**src/sv/tsam_pkg.sv**
```systemverilog
package tsam_pkg;

    localparam int SLOT_COUNT_DEF = 4;
    localparam int QUEUE_DEPTH = 2;

    localparam int SLOT_W = 8;
    localparam int PRESS_W = 16;
    localparam int TEMP_W = 8;
    localparam int BATT_W = 12;
    localparam int ROUND_W = 32;
    localparam int OFFLINE_W = 16;
    localparam int CFG_DATA_W = 16;
    localparam int CFG_INDEX_W = 3;

    localparam logic [1:0] ACT_FRAME = 2'd0;
    localparam logic [1:0] ACT_TICK = 2'd1;
    localparam logic [1:0] ACT_READ = 2'd2;

    localparam logic [2:0] ALARM_NONE = 3'd0;
    localparam logic [2:0] ALARM_INVALID = 3'd1;
    localparam logic [2:0] ALARM_PRESS_LOW = 3'd2;
    localparam logic [2:0] ALARM_PRESS_HIGH = 3'd3;
    localparam logic [2:0] ALARM_TEMP_HIGH = 3'd4;
    localparam logic [2:0] ALARM_BATT_LOW = 3'd5;
    localparam logic [2:0] ALARM_OFFLINE = 3'd6;

    localparam logic [CFG_INDEX_W-1:0] CFG_PRESSURE_MIN = 3'd0;
    localparam logic [CFG_INDEX_W-1:0] CFG_PRESSURE_MAX = 3'd1;
    localparam logic [CFG_INDEX_W-1:0] CFG_TEMP_MAX = 3'd2;
    localparam logic [CFG_INDEX_W-1:0] CFG_BATTERY_MIN = 3'd3;
    localparam logic [CFG_INDEX_W-1:0] CFG_OFFLINE_ROUNDS = 3'd4;

    localparam logic [PRESS_W-1:0] PRESSURE_MIN_RST = 16'd18000;
    localparam logic [PRESS_W-1:0] PRESSURE_MAX_RST = 16'd35000;
    localparam logic [TEMP_W-1:0] TEMP_MAX_RST = 8'd85;
    localparam logic [BATT_W-1:0] BATTERY_MIN_RST = 12'd250;
    localparam logic [OFFLINE_W-1:0] OFFLINE_ROUNDS_RST = 16'd3;

    typedef struct packed {
        logic [PRESS_W-1:0] pressure_min;
        logic [PRESS_W-1:0] pressure_max;
        logic signed [TEMP_W-1:0] temp_max;
        logic [BATT_W-1:0] battery_min;
        logic [OFFLINE_W-1:0] offline_rounds;
    } cfg_t;

    typedef struct packed {
        logic [1:0] kind;
        logic ok;
        logic [SLOT_W-1:0] slot;
        logic valid;
        logic [PRESS_W-1:0] pressure;
        logic signed [TEMP_W-1:0] temperature;
        logic [BATT_W-1:0] battery;
        logic [2:0] alarm;
    } cmd_t;

    typedef struct packed {
        logic valid;
        logic [PRESS_W-1:0] pressure;
        logic signed [TEMP_W-1:0] temperature;
        logic [BATT_W-1:0] battery;
        logic [ROUND_W-1:0] last_round;
    } entry_t;

    typedef struct packed {
        logic ok;
        logic [SLOT_W-1:0] slot;
        logic seen;
        logic [2:0] alarm;
        logic valid;
        logic [PRESS_W-1:0] pressure;
        logic signed [TEMP_W-1:0] temperature;
        logic [BATT_W-1:0] battery;
    } result_t;

    typedef enum logic [1:0] {
        BK_IDLE,
        BK_READ,
        BK_SWEEP_RD,
        BK_SWEEP_CHK
    } bk_state_t;

endpackage

```
**src/sv/tsam_front.sv**
```systemverilog
module tsam_front
    import tsam_pkg::*;
#(
    parameter int SLOT_COUNT = SLOT_COUNT_DEF
)
(
    input  logic                     push,
    input  logic [1:0]               action,
    input  logic [SLOT_W-1:0]        slot,
    input  logic                     frame_valid,
    input  logic [PRESS_W-1:0]       pressure,
    input  logic signed [TEMP_W-1:0] temperature,
    input  logic [BATT_W-1:0]        battery,
    input  cfg_t                     cfg,
    input  logic                     q_full,
    output logic                     q_push,
    output cmd_t                     q_data
);

    logic known;
    logic in_range;
    logic [2:0] alarm_code;

    assign in_range = {1'b0, slot} < 9'(SLOT_COUNT);
    assign known = (action == ACT_FRAME) || (action == ACT_TICK) || (action == ACT_READ);

    // Unused action codes are taken from the port and dropped here.
    assign q_push = push && !q_full && known;

    always_comb
    begin
        priority if (!frame_valid)
        begin
            alarm_code = ALARM_INVALID;
        end
        else if (pressure < cfg.pressure_min)
        begin
            alarm_code = ALARM_PRESS_LOW;
        end
        else if (pressure > cfg.pressure_max)
        begin
            alarm_code = ALARM_PRESS_HIGH;
        end
        else if ($signed(temperature) > $signed(cfg.temp_max))
        begin
            alarm_code = ALARM_TEMP_HIGH;
        end
        else if (battery < cfg.battery_min)
        begin
            alarm_code = ALARM_BATT_LOW;
        end
        else
        begin
            alarm_code = ALARM_NONE;
        end
    end

    always_comb
    begin
        q_data.kind = action;
        q_data.ok = in_range;
        q_data.slot = slot;
        q_data.valid = frame_valid;
        q_data.pressure = pressure;
        q_data.temperature = temperature;
        q_data.battery = battery;
        q_data.alarm = alarm_code;
    end

endmodule

```
**src/sv/tsam_queue.sv**
```systemverilog
module tsam_queue
    import tsam_pkg::*;
(
    input  logic clk,
    input  logic rst_n,
    input  logic in_push,
    input  cmd_t in_data,
    output logic full,
    input  logic out_pop,
    output cmd_t out_data,
    output logic empty
);

    localparam int PTR_W = (QUEUE_DEPTH > 1) ? $clog2(QUEUE_DEPTH) : 1;
    localparam int CNT_W = $clog2(QUEUE_DEPTH + 1);

    cmd_t store_reg [QUEUE_DEPTH];
    logic [PTR_W-1:0] wr_ptr_reg;
    logic [PTR_W-1:0] wr_ptr_next;
    logic [PTR_W-1:0] rd_ptr_reg;
    logic [PTR_W-1:0] rd_ptr_next;
    logic [CNT_W-1:0] count_reg;
    logic [CNT_W-1:0] count_next;
    logic do_push;
    logic do_pop;

    assign full = (count_reg == CNT_W'(QUEUE_DEPTH));
    assign empty = (count_reg == '0);
    assign do_push = in_push && !full;
    assign do_pop = out_pop && !empty;
    assign out_data = store_reg[rd_ptr_reg];

    always_comb
    begin
        wr_ptr_next = wr_ptr_reg;
        rd_ptr_next = rd_ptr_reg;
        count_next = count_reg;
        if (do_push)
        begin
            wr_ptr_next = (wr_ptr_reg == PTR_W'(QUEUE_DEPTH - 1)) ? '0 : wr_ptr_reg + 1'b1;
        end
        if (do_pop)
        begin
            rd_ptr_next = (rd_ptr_reg == PTR_W'(QUEUE_DEPTH - 1)) ? '0 : rd_ptr_reg + 1'b1;
        end
        if (do_push && !do_pop)
        begin
            count_next = count_reg + 1'b1;
        end
        else if (do_pop && !do_push)
        begin
            count_next = count_reg - 1'b1;
        end
    end

    always_ff @(posedge clk or negedge rst_n)
    begin
        if (!rst_n)
        begin
            wr_ptr_reg <= '0;
            rd_ptr_reg <= '0;
            count_reg <= '0;
        end
        else
        begin
            wr_ptr_reg <= wr_ptr_next;
            rd_ptr_reg <= rd_ptr_next;
            count_reg <= count_next;
        end
    end

    always_ff @(posedge clk)
    begin
        if (do_push)
        begin
            store_reg[wr_ptr_reg] <= in_data;
        end
    end

    a_count_bound: assert property (@(posedge clk) disable iff (!rst_n)
        count_reg <= CNT_W'(QUEUE_DEPTH))
        else $error("command queue count exceeds its depth");

    a_full_empty_apart: assert property (@(posedge clk) disable iff (!rst_n)
        !(full && empty))
        else $error("command queue is full and empty at once");

    a_full_holds: assert property (@(posedge clk) disable iff (!rst_n)
        (full && !out_pop) |=> full)
        else $error("command queue left full without a pop");

endmodule

```
**src/sv/tsam_back.sv**
```systemverilog
module tsam_back
    import tsam_pkg::*;
#(
    parameter int SLOT_COUNT = SLOT_COUNT_DEF
)
(
    input  logic    clk,
    input  logic    rst_n,
    input  cfg_t    cfg,
    input  logic    q_empty,
    input  cmd_t    q_data,
    output logic    q_pop,
    output logic    empty,
    input  logic    pop,
    output result_t res
);

    localparam int SLOT_AW = (SLOT_COUNT > 1) ? $clog2(SLOT_COUNT) : 1;

    bk_state_t state_reg;
    bk_state_t state_next;

    logic [ROUND_W-1:0] round_reg;
    logic [SLOT_COUNT-1:0] seen_reg;
    logic [SLOT_AW-1:0] idx_reg;
    logic [SLOT_AW-1:0] idx_next;
    logic [SLOT_W-1:0] slot_reg;
    logic out_valid_reg;
    result_t result_reg;

    entry_t mem_entry [SLOT_COUNT];
    logic [2:0] mem_alarm [SLOT_COUNT];
    entry_t rd_entry_reg;
    logic [2:0] rd_alarm_reg;

    logic out_free;
    logic tick_pop;
    logic read_pop;
    logic frame_pop;
    logic out_load;
    result_t out_data;
    logic [SLOT_AW-1:0] head_idx;
    logic [SLOT_AW-1:0] slot_idx;
    logic [SLOT_AW-1:0] rd_addr;
    logic ent_we;
    entry_t ent_wdata;
    logic alarm_we;
    logic [SLOT_AW-1:0] alarm_waddr;
    logic [2:0] alarm_wdata;
    logic [ROUND_W-1:0] age;
    logic sweep_last;

    assign out_free = !out_valid_reg || pop;
    assign head_idx = q_data.slot[SLOT_AW-1:0];
    assign slot_idx = slot_reg[SLOT_AW-1:0];
    assign age = round_reg - rd_entry_reg.last_round;
    assign sweep_last = (idx_reg == SLOT_AW'(SLOT_COUNT - 1));
    assign empty = !out_valid_reg;
    assign res = result_reg;

    always_comb
    begin
        q_pop = 1'b0;
        tick_pop = 1'b0;
        read_pop = 1'b0;
        frame_pop = 1'b0;
        out_load = 1'b0;
        out_data = '0;
        rd_addr = idx_reg;
        ent_we = 1'b0;
        ent_wdata.valid = q_data.valid;
        ent_wdata.pressure = q_data.pressure;
        ent_wdata.temperature = q_data.temperature;
        ent_wdata.battery = q_data.battery;
        ent_wdata.last_round = round_reg;
        alarm_we = 1'b0;
        alarm_waddr = idx_reg;
        alarm_wdata = ALARM_OFFLINE;
        idx_next = idx_reg;
        unique case (state_reg)
            BK_IDLE:
            begin
                rd_addr = head_idx;
                if (!q_empty)
                begin
                    if (q_data.kind == ACT_TICK)
                    begin
                        q_pop = 1'b1;
                        tick_pop = 1'b1;
                        idx_next = '0;
                    end
                    else if (out_free)
                    begin
                        q_pop = 1'b1;
                        out_data.slot = q_data.slot;
                        if (q_data.ok && (q_data.kind == ACT_READ))
                        begin
                            read_pop = 1'b1;
                        end
                        else
                        begin
                            out_load = 1'b1;
                            if (q_data.ok)
                            begin
                                frame_pop = 1'b1;
                                ent_we = 1'b1;
                                alarm_we = 1'b1;
                                alarm_waddr = head_idx;
                                alarm_wdata = q_data.alarm;
                                out_data.ok = 1'b1;
                                out_data.seen = 1'b1;
                                out_data.alarm = q_data.alarm;
                                out_data.valid = q_data.valid;
                                out_data.pressure = q_data.pressure;
                                out_data.temperature = q_data.temperature;
                                out_data.battery = q_data.battery;
                            end
                        end
                    end
                end
            end
            BK_READ:
            begin
                out_load = 1'b1;
                out_data.ok = 1'b1;
                out_data.slot = slot_reg;
                if (seen_reg[slot_idx])
                begin
                    out_data.seen = 1'b1;
                    out_data.alarm = rd_alarm_reg;
                    out_data.valid = rd_entry_reg.valid;
                    out_data.pressure = rd_entry_reg.pressure;
                    out_data.temperature = rd_entry_reg.temperature;
                    out_data.battery = rd_entry_reg.battery;
                end
            end
            BK_SWEEP_RD:
            begin
                rd_addr = idx_reg;
            end
            BK_SWEEP_CHK:
            begin
                alarm_we = seen_reg[idx_reg] && (age >= {16'd0, cfg.offline_rounds});
                idx_next = idx_reg + 1'b1;
            end
            default:
            begin
                rd_addr = idx_reg;
            end
        endcase
    end

    always_comb
    begin
        state_next = state_reg;
        unique case (state_reg)
            BK_IDLE:
            begin
                if (tick_pop)
                begin
                    state_next = BK_SWEEP_RD;
                end
                else if (read_pop)
                begin
                    state_next = BK_READ;
                end
            end
            BK_READ:
            begin
                state_next = BK_IDLE;
            end
            BK_SWEEP_RD:
            begin
                state_next = BK_SWEEP_CHK;
            end
            BK_SWEEP_CHK:
            begin
                state_next = sweep_last ? BK_IDLE : BK_SWEEP_RD;
            end
            default:
            begin
                state_next = BK_IDLE;
            end
        endcase
    end

    always_ff @(posedge clk or negedge rst_n)
    begin
        if (!rst_n)
        begin
            state_reg <= BK_IDLE;
            round_reg <= '0;
            seen_reg <= '0;
            idx_reg <= '0;
            out_valid_reg <= 1'b0;
        end
        else
        begin
            state_reg <= state_next;
            idx_reg <= idx_next;
            if (tick_pop)
            begin
                round_reg <= round_reg + 1'b1;
            end
            if (frame_pop)
            begin
                seen_reg[head_idx] <= 1'b1;
            end
            if (out_load)
            begin
                out_valid_reg <= 1'b1;
            end
            else if (pop)
            begin
                out_valid_reg <= 1'b0;
            end
        end
    end

    always_ff @(posedge clk)
    begin
        if (q_pop)
        begin
            slot_reg <= q_data.slot;
        end
        if (out_load)
        begin
            result_reg <= out_data;
        end
    end

    // Slot table: one write port per array, one shared registered read port.
    always_ff @(posedge clk)
    begin
        if (ent_we)
        begin
            mem_entry[head_idx] <= ent_wdata;
        end
        if (alarm_we)
        begin
            mem_alarm[alarm_waddr] <= alarm_wdata;
        end
        rd_entry_reg <= mem_entry[rd_addr];
        rd_alarm_reg <= mem_alarm[rd_addr];
    end

    a_pop_only_idle: assert property (@(posedge clk) disable iff (!rst_n)
        (state_reg != BK_IDLE) |-> !q_pop)
        else $error("command taken while the back end is busy");

    a_load_when_free: assert property (@(posedge clk) disable iff (!rst_n)
        out_load |-> (!out_valid_reg || pop))
        else $error("result register overwritten before it was taken");

    a_tick_round: assert property (@(posedge clk) disable iff (!rst_n)
        tick_pop |=> (round_reg == $past(round_reg) + 1'b1))
        else $error("round counter did not advance on a tick");

endmodule

```
**src/sv/tire_sensor_alarm_monitor.sv**
```systemverilog
// Tire sensor alarm monitor.
// Requests enter through a queue-style port: drive the fields and raise push;
// the request is taken at a clock edge where push is high and full is low.
// Results leave the same way: while empty is low the oldest result sits on
// the result ports, and it is taken at an edge where pop is high.
// Frame and read requests give one result each; a tick gives none.
// A two-entry command queue separates the classifier from the slot table.
// A frame or an out-of-range request passes through the queue and the output
// register; a read also passes through BK_READ and the table's registered read
// port. A tick occupies the table while the aging sweep reads and checks one
// slot at a time through the table's single read port.
// When the result consumer stalls, one finished result waits in the output
// register, the queue keeps filling, and full rises once it holds two
// transactions; a tick at the head of the queue still drains during the stall.
// Reset clears the round counter, every slot's data flag, the queue and the
// output register, and loads the threshold registers with their defaults.
// Thresholds must be written through wr_en, wr_index and wr_data while idle; the block does not enforce it.
module tire_sensor_alarm_monitor
    import tsam_pkg::*;
#(
    parameter int SLOT_COUNT = SLOT_COUNT_DEF
)
(
    input  logic                     clk,
    input  logic                     rst_n,
    input  logic                     push,
    output logic                     full,
    input  logic [1:0]               action,
    input  logic [SLOT_W-1:0]        slot,
    input  logic                     frame_valid,
    input  logic [PRESS_W-1:0]       pressure,
    input  logic signed [TEMP_W-1:0] temperature,
    input  logic [BATT_W-1:0]        battery,
    output logic                     empty,
    input  logic                     pop,
    output logic                     ok,
    output logic [SLOT_W-1:0]        out_slot,
    output logic                     data_seen,
    output logic [2:0]               alarm,
    output logic                     last_valid,
    output logic [PRESS_W-1:0]       last_pressure,
    output logic signed [TEMP_W-1:0] last_temperature,
    output logic [BATT_W-1:0]        last_battery,
    input  logic                     wr_en,
    input  logic [CFG_INDEX_W-1:0]   wr_index,
    input  logic [CFG_DATA_W-1:0]    wr_data
);

    cfg_t cfg_reg;
    logic q_push;
    cmd_t q_in;
    logic q_full;
    logic q_pop;
    cmd_t q_head;
    logic q_empty;
    result_t res;

    always_ff @(posedge clk or negedge rst_n)
    begin
        if (!rst_n)
        begin
            cfg_reg.pressure_min <= PRESSURE_MIN_RST;
            cfg_reg.pressure_max <= PRESSURE_MAX_RST;
            cfg_reg.temp_max <= TEMP_MAX_RST;
            cfg_reg.battery_min <= BATTERY_MIN_RST;
            cfg_reg.offline_rounds <= OFFLINE_ROUNDS_RST;
        end
        else if (wr_en)
        begin
            unique case (wr_index)
                CFG_PRESSURE_MIN:   cfg_reg.pressure_min <= wr_data;
                CFG_PRESSURE_MAX:   cfg_reg.pressure_max <= wr_data;
                CFG_TEMP_MAX:       cfg_reg.temp_max <= wr_data[TEMP_W-1:0];
                CFG_BATTERY_MIN:    cfg_reg.battery_min <= wr_data[BATT_W-1:0];
                CFG_OFFLINE_ROUNDS: cfg_reg.offline_rounds <= wr_data;
                default:
                begin
                end
            endcase
        end
    end

    assign full = q_full;

    tsam_front #(
        .SLOT_COUNT(SLOT_COUNT)
    ) u_front (
        .push(push),
        .action(action),
        .slot(slot),
        .frame_valid(frame_valid),
        .pressure(pressure),
        .temperature(temperature),
        .battery(battery),
        .cfg(cfg_reg),
        .q_full(q_full),
        .q_push(q_push),
        .q_data(q_in)
    );

    tsam_queue u_queue (
        .clk(clk),
        .rst_n(rst_n),
        .in_push(q_push),
        .in_data(q_in),
        .full(q_full),
        .out_pop(q_pop),
        .out_data(q_head),
        .empty(q_empty)
    );

    tsam_back #(
        .SLOT_COUNT(SLOT_COUNT)
    ) u_back (
        .clk(clk),
        .rst_n(rst_n),
        .cfg(cfg_reg),
        .q_empty(q_empty),
        .q_data(q_head),
        .q_pop(q_pop),
        .empty(empty),
        .pop(pop),
        .res(res)
    );

    assign ok = res.ok;
    assign out_slot = res.slot;
    assign data_seen = res.seen;
    assign alarm = res.alarm;
    assign last_valid = res.valid;
    assign last_pressure = res.pressure;
    assign last_temperature = res.temperature;
    assign last_battery = res.battery;

endmodule
```
**config.mk**
```make
export PLATFORM = sky130hd
export DESIGN_NAME = tire_sensor_alarm_monitor
export DESIGN_NICKNAME = d
export VERILOG_FILES = /design/src/sv/tsam_pkg.sv /design/src/sv/tsam_front.sv /design/src/sv/tsam_queue.sv /design/src/sv/tsam_back.sv /design/src/sv/tire_sensor_alarm_monitor.sv
export SDC_FILE = /design/constraint.sdc
export NUM_CORES = 1
export LEC_CHECK = 0
export BUFFER_PORTS_ARGS = -buffer_cell sky130_fd_sc_hd__buf_2
export CORE_MARGIN = 2
export CORE_UTILIZATION = 39
export DETAILED_ROUTE_END_ITERATION = 8
export GPL_TIMING_DRIVEN = 0
export SKIP_CTS_REPAIR_TIMING = 1
export SKIP_LAST_GASP = 1
export SYNTH_ARGS = -nofsm -noshare
export SYNTH_HDL_FRONTEND = slang
export SYNTH_SLANG_ARGS = --single-unit
export TNS_END_PERCENT = 5
```
**constraint.sdc**
```tcl
create_clock -name clk -period 8.6 [get_ports clk]
set_clock_uncertainty 0.05 [all_clocks]
set_input_delay 1.29 -clock clk [delete_from_list [all_inputs] [get_ports clk]]
set_output_delay 1.29 -clock clk [all_outputs]
set_load 0.01 [all_outputs]
```
==> results.ini, run 1 <==
[outcome]
status = complete, no violations

[floorplanning]
die_y_um = 263
rows = 95
pin_count = 123
core_um2 = 66900
die_w_um = 263
design.die.area_um2 = 69400
start_util_pct = 39.2

[worst_setup_path]
path_class = reg2reg
r2r_cells = 18
cp_max_fo = 10
cp-start-kind = register
cp-end-kind = register
slowest_stage = o41ai_4
reg2reg_slack_ns = 3.43
critPathRequiredTime_ns = 8.83
path_common_cell = a21o_1
worstSetupStartpoint = u_back.round_reg[2]
max_stage_delay_ns = 0.59
r2r_end = u_back.mem_alarm[1][2]
rr_startpoint = u_back.round_reg[2]
critPathArrivalTime_ns = 5.40
worstPathCellList = ha_1, o211ai_1, a21oi_1, nor2_1, o21ai_0, a21o_1, a21oi_1, xnor2_1, ha_1, a21o_1, a21o_1, a211oi_1, o221ai_1, nand4b_1, nor4_1, nand4_2, o41ai_4, o41ai_1

[drt]
drtPass1Iterations = 7
wire_per_inst_um = 20.3
ant_nets = 0
vias_per_cell = 5.28
drt-total-wl_um = 58200
vias = 15104
drc = 0
drt_iter0_drc = 933

[clocking]
cts_tree = done
cts_made_buffers = 67
path_clk_slew_ns = 0.06
cts_root_buf = clkbuf_16
clk_path_buf_depth = 3
h-tree-depth = 3
cts.sinks = 633
clk_latency_ns = 0.60

[final_layout]
syn2layout_area_growth_pct = 16.3
final_util_pct = 45.6
nNetsFinal = 2109
final_cells = 2862
drive_above_1_share_pct = 23.4
multi_input_comb_area_um2 = 7850
largest_reg_flops = 276
fillerInstances = 5846
register_area_um2 = 17800

[yosys]
ys_types = 89
syn_nets = 1890
yosys_warnings = 0
synth-seq-cells = 633
syn_inst = 1714
ys_seq_area_share_pct = 67.6
async_flop_share_pct = 17.9
synth-edff-count = 448
ys.flop_type = edfxtp_1
netlist_area_um2 = 26300
syn_area_per_cell_um2 = 15.3

[global_routing]
grt_pass1_wl_um = 90300
grt_usage_pct = 16.9
antenna_found_initial = 5
first_global_vias = 15542
globalRouteOverflowTotal = 0
grt_max_degree = 60

[placed_design]
placedCellCount = 2737
port_buffers = 122
hpwlAfterDp_um = 40300
gp_congestion = 0.829

[sta]
setup_viol = 0
worst_slew_pin_slew_ns = 1.30
rsz0062_at_grt = false
relSlewSlack_pct = 13.1
fmax_ghz = 0.194
hold_viol = 0
fin_crit_sh_pct = 60.1
period_needed_ns = 5.17
slew_viol_final = 0

[power_and_ir_drop]
vdd_drop_max_mv = 0.190
p_clk_share_pct = 28.9
switching_power_mw = 2.91
leakage_nw = 11.8
p_int_mw = 6.74
sw_frac_of_total_pct = 30.1
power.share.sequential_pct = 43.1
comb_power_share_pct = 27.9
power_mw = 9.65
powerDensity_nw_per_um2 = 316

[run]
timing.max_cap.violations = 0

[worst_hold_path]
hold_end = u_back.seen_reg[2]
worstHoldStart = u_back.seen_reg[2]
hold_depth = 1
min_path_type = reg2reg

-- metal layers --
layer | global-route usage, % | vias to the layer above | wire [um]
met5 | 0 | - | 25
met4 | 4.65 | 4 | 1150
met3 | 3.18 | 88 | 3000
met2 | 26.8 | 375 | 27100
met1 | 23.7 | 7709 | 26900
li1 | - | 6928 | -
-- power groups by stage --
stage                     combinational (mW)  clock, mW  sequential, mW
after detailed placement                2.72          0            4.23
final                                   2.69       2.79            4.16
after floorplan                         1.78          0            4.26
after global placement                  2.59          0            4.27
after CTS                               2.73       2.86            4.17
after global routing                    2.96       2.98            4.21
-- worst max-delay path: cells and delay by family, from the launching register on --
| family | cells | cell delay, ns |
|---|---|---|
| AO/OA/AOI/OAI | 11 | 2.42 |
| AND/OR/NAND/NOR | 4 | 0.92 |
| adder cells (fa/ha/maj) | 2 | 0.72 |
| flip-flops | 1 | 0.52 |
| XOR/XNOR | 1 | 0.19 |
-- cells in the mapped netlist, types with 4 or more instances --
cell type  instances  area (um^2)
o211ai_1           6         45.0
nand2_1          120          450
a211o_1            5         43.8
nand3_1           20          100
and2_1             4         25.0
clkbuf_1          34          128
a32o_1             7         70.1
nand4_1           18          113
nor2_1            55          206
o21a_1            15          113
dfrtp_1           90         2250
edfxtp_1         448        13500
mux2i_1            9         90.1
or3_1              4         25.0
a31oi_1            7         43.8
buf_2             11         55.1
nand2b_1          11         68.8
and3_1             8         50.1
dfstp_2           23          604
a21o_1            21          158
o21ai_1           12         60.1
mux2_2            59          664
a21oi_1           49          245
a211oi_1          11         82.6
nor3_1            14         70.1
or2_2              7         43.8
ha_1             104         1300
o21ai_0           86          430
a22o_1            37          324
xor2_1            21          184
dfxtp_1           72         1440
mux4_2            73         1640
buf_6              4         45.0
nor2b_1            8         50.1
xnor2_1           35          307
inv_1            120          450
-- cells in the final DEF (no fill, tap or decap), types with 20 or more instances in the layout --
master / synthesis / final
nand3_1: 20 / 20
clkbuf_16: 0 / 67
ha_1: 104 / 104
a21oi_1: 49 / 49
nand2_1: 120 / 120
dfrtp_1: 90 / 90
clkbuf_1: 34 / 49
dfstp_2: 23 / 23
edfxtp_1: 448 / 448
o21ai_0: 86 / 86
mux2_2: 59 / 59
a22o_1: 37 / 37
mux4_2: 73 / 73
dfxtp_1: 72 / 72
buf_2: 11 / 132
a21o_1: 21 / 21
inv_1: 120 / 120
xnor2_1: 35 / 35
xor2_1: 21 / 21
nor2_1: 55 / 52
-- area by class of cell --
cell class                 instances  area share (%)
clock buffer                      85            5.81
sequential                       633            58.1
antenna                            2          0.0164
tap                              873            3.58
timing repair buffer             150            3.35
buffer                            54           0.832
multi-input combinational        907            25.7
clock inverter                    38            1.13
inverter                         120            1.47
-- worst max path at each step --
stage / endpoint / cells after the start
after global placement: u_back.mem_alarm[3][1] / 8
after detailed placement: u_back.mem_alarm[1][1] / 18
after floorplan: u_back.mem_alarm[0][0] / 6
after global routing: u_back.mem_alarm[2][0] / 18
final: u_back.mem_alarm[1][2] / 18
after CTS: u_back.mem_alarm[1][0] / 18
-- cell families after synthesis --
kind of cell             Yosys count  share of synthesized area, %
XOR/XNOR                          56                          1.87
AND/OR/NAND/NOR                  309                          5.97
adder cells (fa/ha/maj)          105                          5.03
buffers and inverters            174                          2.68
multiplexers                     142                          9.23
AO/OA/AOI/OAI                    295                          7.61
flip-flops                       633                          67.6
-- through the flow --
stage / setup WS [ns] / setup TNS [ns] / hold slack [ns] / instance area (um^2)
6_report: 3.43 / 0 / 0.433 / 30500
5_1_grt: 3.10 / 0 / 0.457 / 30500
4_1_cts: 3.42 / 0 / 0.435 / 30500
3_5_place_dp: 3.46 / 0 / 0.420 / 28400
3_3_place_gp: -5.01 / -789.47 / 0.426 / 28000
2_1_floorplan: 0.740 / 0 / 0.402 / 26300
Note: power is estimated with default switching activity, not from simulation.
==> run 2, diff against run 1 <==
==> constraint.sdc (replaced) <==
create_clock -name clk -period 5.14 [get_ports clk]
set_clock_uncertainty 0.05 [all_clocks]
set_input_delay 0.771 -clock clk [delete_from_list [all_inputs] [get_ports clk]]
set_output_delay 0.771 -clock clk [all_outputs]
set_load 0.01 [all_outputs]
==> run 2 against run 1 <==
Power rose by 68%. Critical path depth grew 1. Sequential share of layout area shrank 0.37 points. First-iteration DRC count increased by 21%. Non-clock buffer count shrank 5. Cell area grew 0.65%. Via count fell by 0.87%. Largest cell class unchanged. Highest routed layer unchanged.
==> results.ini, run 2 (synthesized netlist as in run 1, its figures left out) <==
[power_and_ir_drop]
p_clk_share_pct = 29.5
power_mw = 16.3
p_int_mw = 11.4
comb_power_share_pct = 27.6
power.share.sequential_pct = 42.9
switching_power_mw = 4.89
leakage_nw = 11.9
vdd_drop_max_mv = 0.264
sw_frac_of_total_pct = 30.1
powerDensity_nw_per_um2 = 529

[final_layout]
nNetsFinal = 2104
largest_reg_flops = 276
layout_commonest_cell = edfxtp_1
register_area_um2 = 17800
syn2layout_area_growth_pct = 17.1
fillerInstances = 5839
drive_above_1_share_pct = 23.3
final_cell_mix = 448 x edfxtp_1, 132 x buf_2, 120 x inv_1, 120 x nand2_1, 104 x ha_1
final_util_pct = 45.9
multi_input_comb_area_um2 = 7870

[global_routing]
globalRouteOverflowTotal = 0
grt_pass1_wl_um = 89600
use_met2_pct = 27.0
gr-usage-met1_pct = 23.1
busiest_layer = met2
grt_max_degree = 88
first_global_vias = 15453
grtUsageMet3_pct = 3.61
antenna_found_initial = 10
grt_usage_pct = 16.8

[worst_setup_path]
critPathRequiredTime_ns = 5.38
cp-end-kind = register
cp-start-kind = register
rr_startpoint = u_back.round_reg[2]
worstSetupStartpoint = u_back.round_reg[2]
critPathArrivalTime_ns = 5.06
cp_max_fo = 10
path_class = reg2reg

[sta]
fin_crit_sh_pct = 93.7
timing.final.ws_setup_ns = 0.325
fin_setup_tns_ns = 0
hold_viol = 0
slew_viol_final = 0
relSlewSlack_pct = 19.2
worst_slew_pin_slew_ns = 1.21
fmax_ghz = 0.208
period_needed_ns = 4.81
rsz0062_at_grt = false
setup_viol = 0

[worst_hold_path]
worstHoldStart = slot[1]
min_path_type = in2reg

[clocking]
cts_tree = done
h-tree-depth = 3
clk_latency_ns = 0.62
cts_made_buffers = 67
cts.sinks = 633
clk_path_buf_depth = 3
cts_root_buf = clkbuf_16
path_clk_slew_ns = 0.07

[placed_design]
hpwlAfterDp_um = 40200
pre_cts_ws_ns = 0.0372
gp_congestion = 0.837
port_buffers = 122

[floorplanning]
rows = 95
die_y_um = 263
start_util_pct = 39.2
core_um2 = 66900
pin_count = 123
die_w_um = 263
design.die.area_um2 = 69400

[drt]
wire_per_inst_um = 20.1
drc = 0
ant_nets = 0
drt_iter0_drc = 1131
vias = 14972
vias_per_cell = 5.23
drt-total-wl_um = 57500
drtPass1Iterations = 5

[outcome]
status = complete, no violations

[run]
timing.max_cap.violations = 0

run 2: changes by cell type in the layout (fill, tap and decap cells not counted), moves of 2 or more:
cell      before  now
diode_2        2    5
nor3_4         0    2
clkinv_2      12   10
buf_6         19    5
clkinv_8       0    2
clkbuf_8       3    5
nor3_2         5    3
inv_6          5    1
clkinv_1      11    4
clkbuf_1      49   55
buf_16         1    9
run 2: worst paths after layout:
kind	endpoint	slack, ns	cells after the start
setup reg to reg	u_back.mem_alarm[2][1]	0.33	19
hold reg to reg	u_back.seen_reg[3]	0.44	1
max in group asynchronous	cfg_reg[23]	3.66	3
hold / removal	u_queue.store_reg[1][41]	0.31	1
setup / recovery	u_back.mem_alarm[2][1]	0.33	19
min in group asynchronous	u_back.idx_reg[0]	0.57	2
run 2: power by group through the flow:
| stage | logic, mW | registers [mW] | clock network [mW] |
|---|---|---|---|
| 4_1_cts | 4.56 | 6.98 | 4.90 |
| 3_3_place_gp | 4.30 | 7.13 | 0 |
| 5_1_grt | 4.97 | 7.05 | 5.13 |
| 2_1_floorplan | 2.97 | 7.12 | 0 |
| 6_report | 4.49 | 6.97 | 4.80 |
| 3_5_place_dp | 4.54 | 7.07 | 0 |
run 2: final cells by class:
class | instances | share of cell area [%]
clock inverter | 29 | 1.17
clock buffer | 94 | 6.02
timing repair buffer | 145 | 3.60
inverter | 120 | 1.47
antenna | 5 | 0.0407
sequential | 633 | 57.7
tap | 873 | 3.55
multi-input combinational | 907 | 25.6
buffer | 54 | 0.826
run 2: layer usage:
metal  share of wire (%)  wire length (um)
met1                  45             25800
met2                  47             26900
met3                 6.0              3440
met4                 2.2              1250
met5               0.045                26
run 2: through the flow:
stage / hold slack, ns / instances / area [um^2]
CTS: -0.0262 / 2853 / 30700
finish: 0.314 / 2860 / 30700
floorplan: 0.402 / 1714 / 26300
global route: 0.282 / 2855 / 30700
global placement: 0.425 / 2709 / 28000
detailed placement: 0.433 / 2730 / 28500
run 2: worst max-delay path, stage by stage (launching register included):
cell and delay, ns:
dfrtp_1 0.58, ha_1 0.35, o211ai_1 0.13, a21oi_1 0.27
nor2_1 0.13, o21ai_0 0.27, a21o_1 0.16, a21oi_1 0.08
xnor2_1 0.19, ha_1 0.28, a21o_1 0.16, a21o_1 0.17
a211oi_1 0.23, o221ai_1 0.14, nand4b_1 0.22, nor4_2 0.33
nand4_2 0.17, o41ai_4 0.21, buf_4 0.21, o41ai_1 0.14
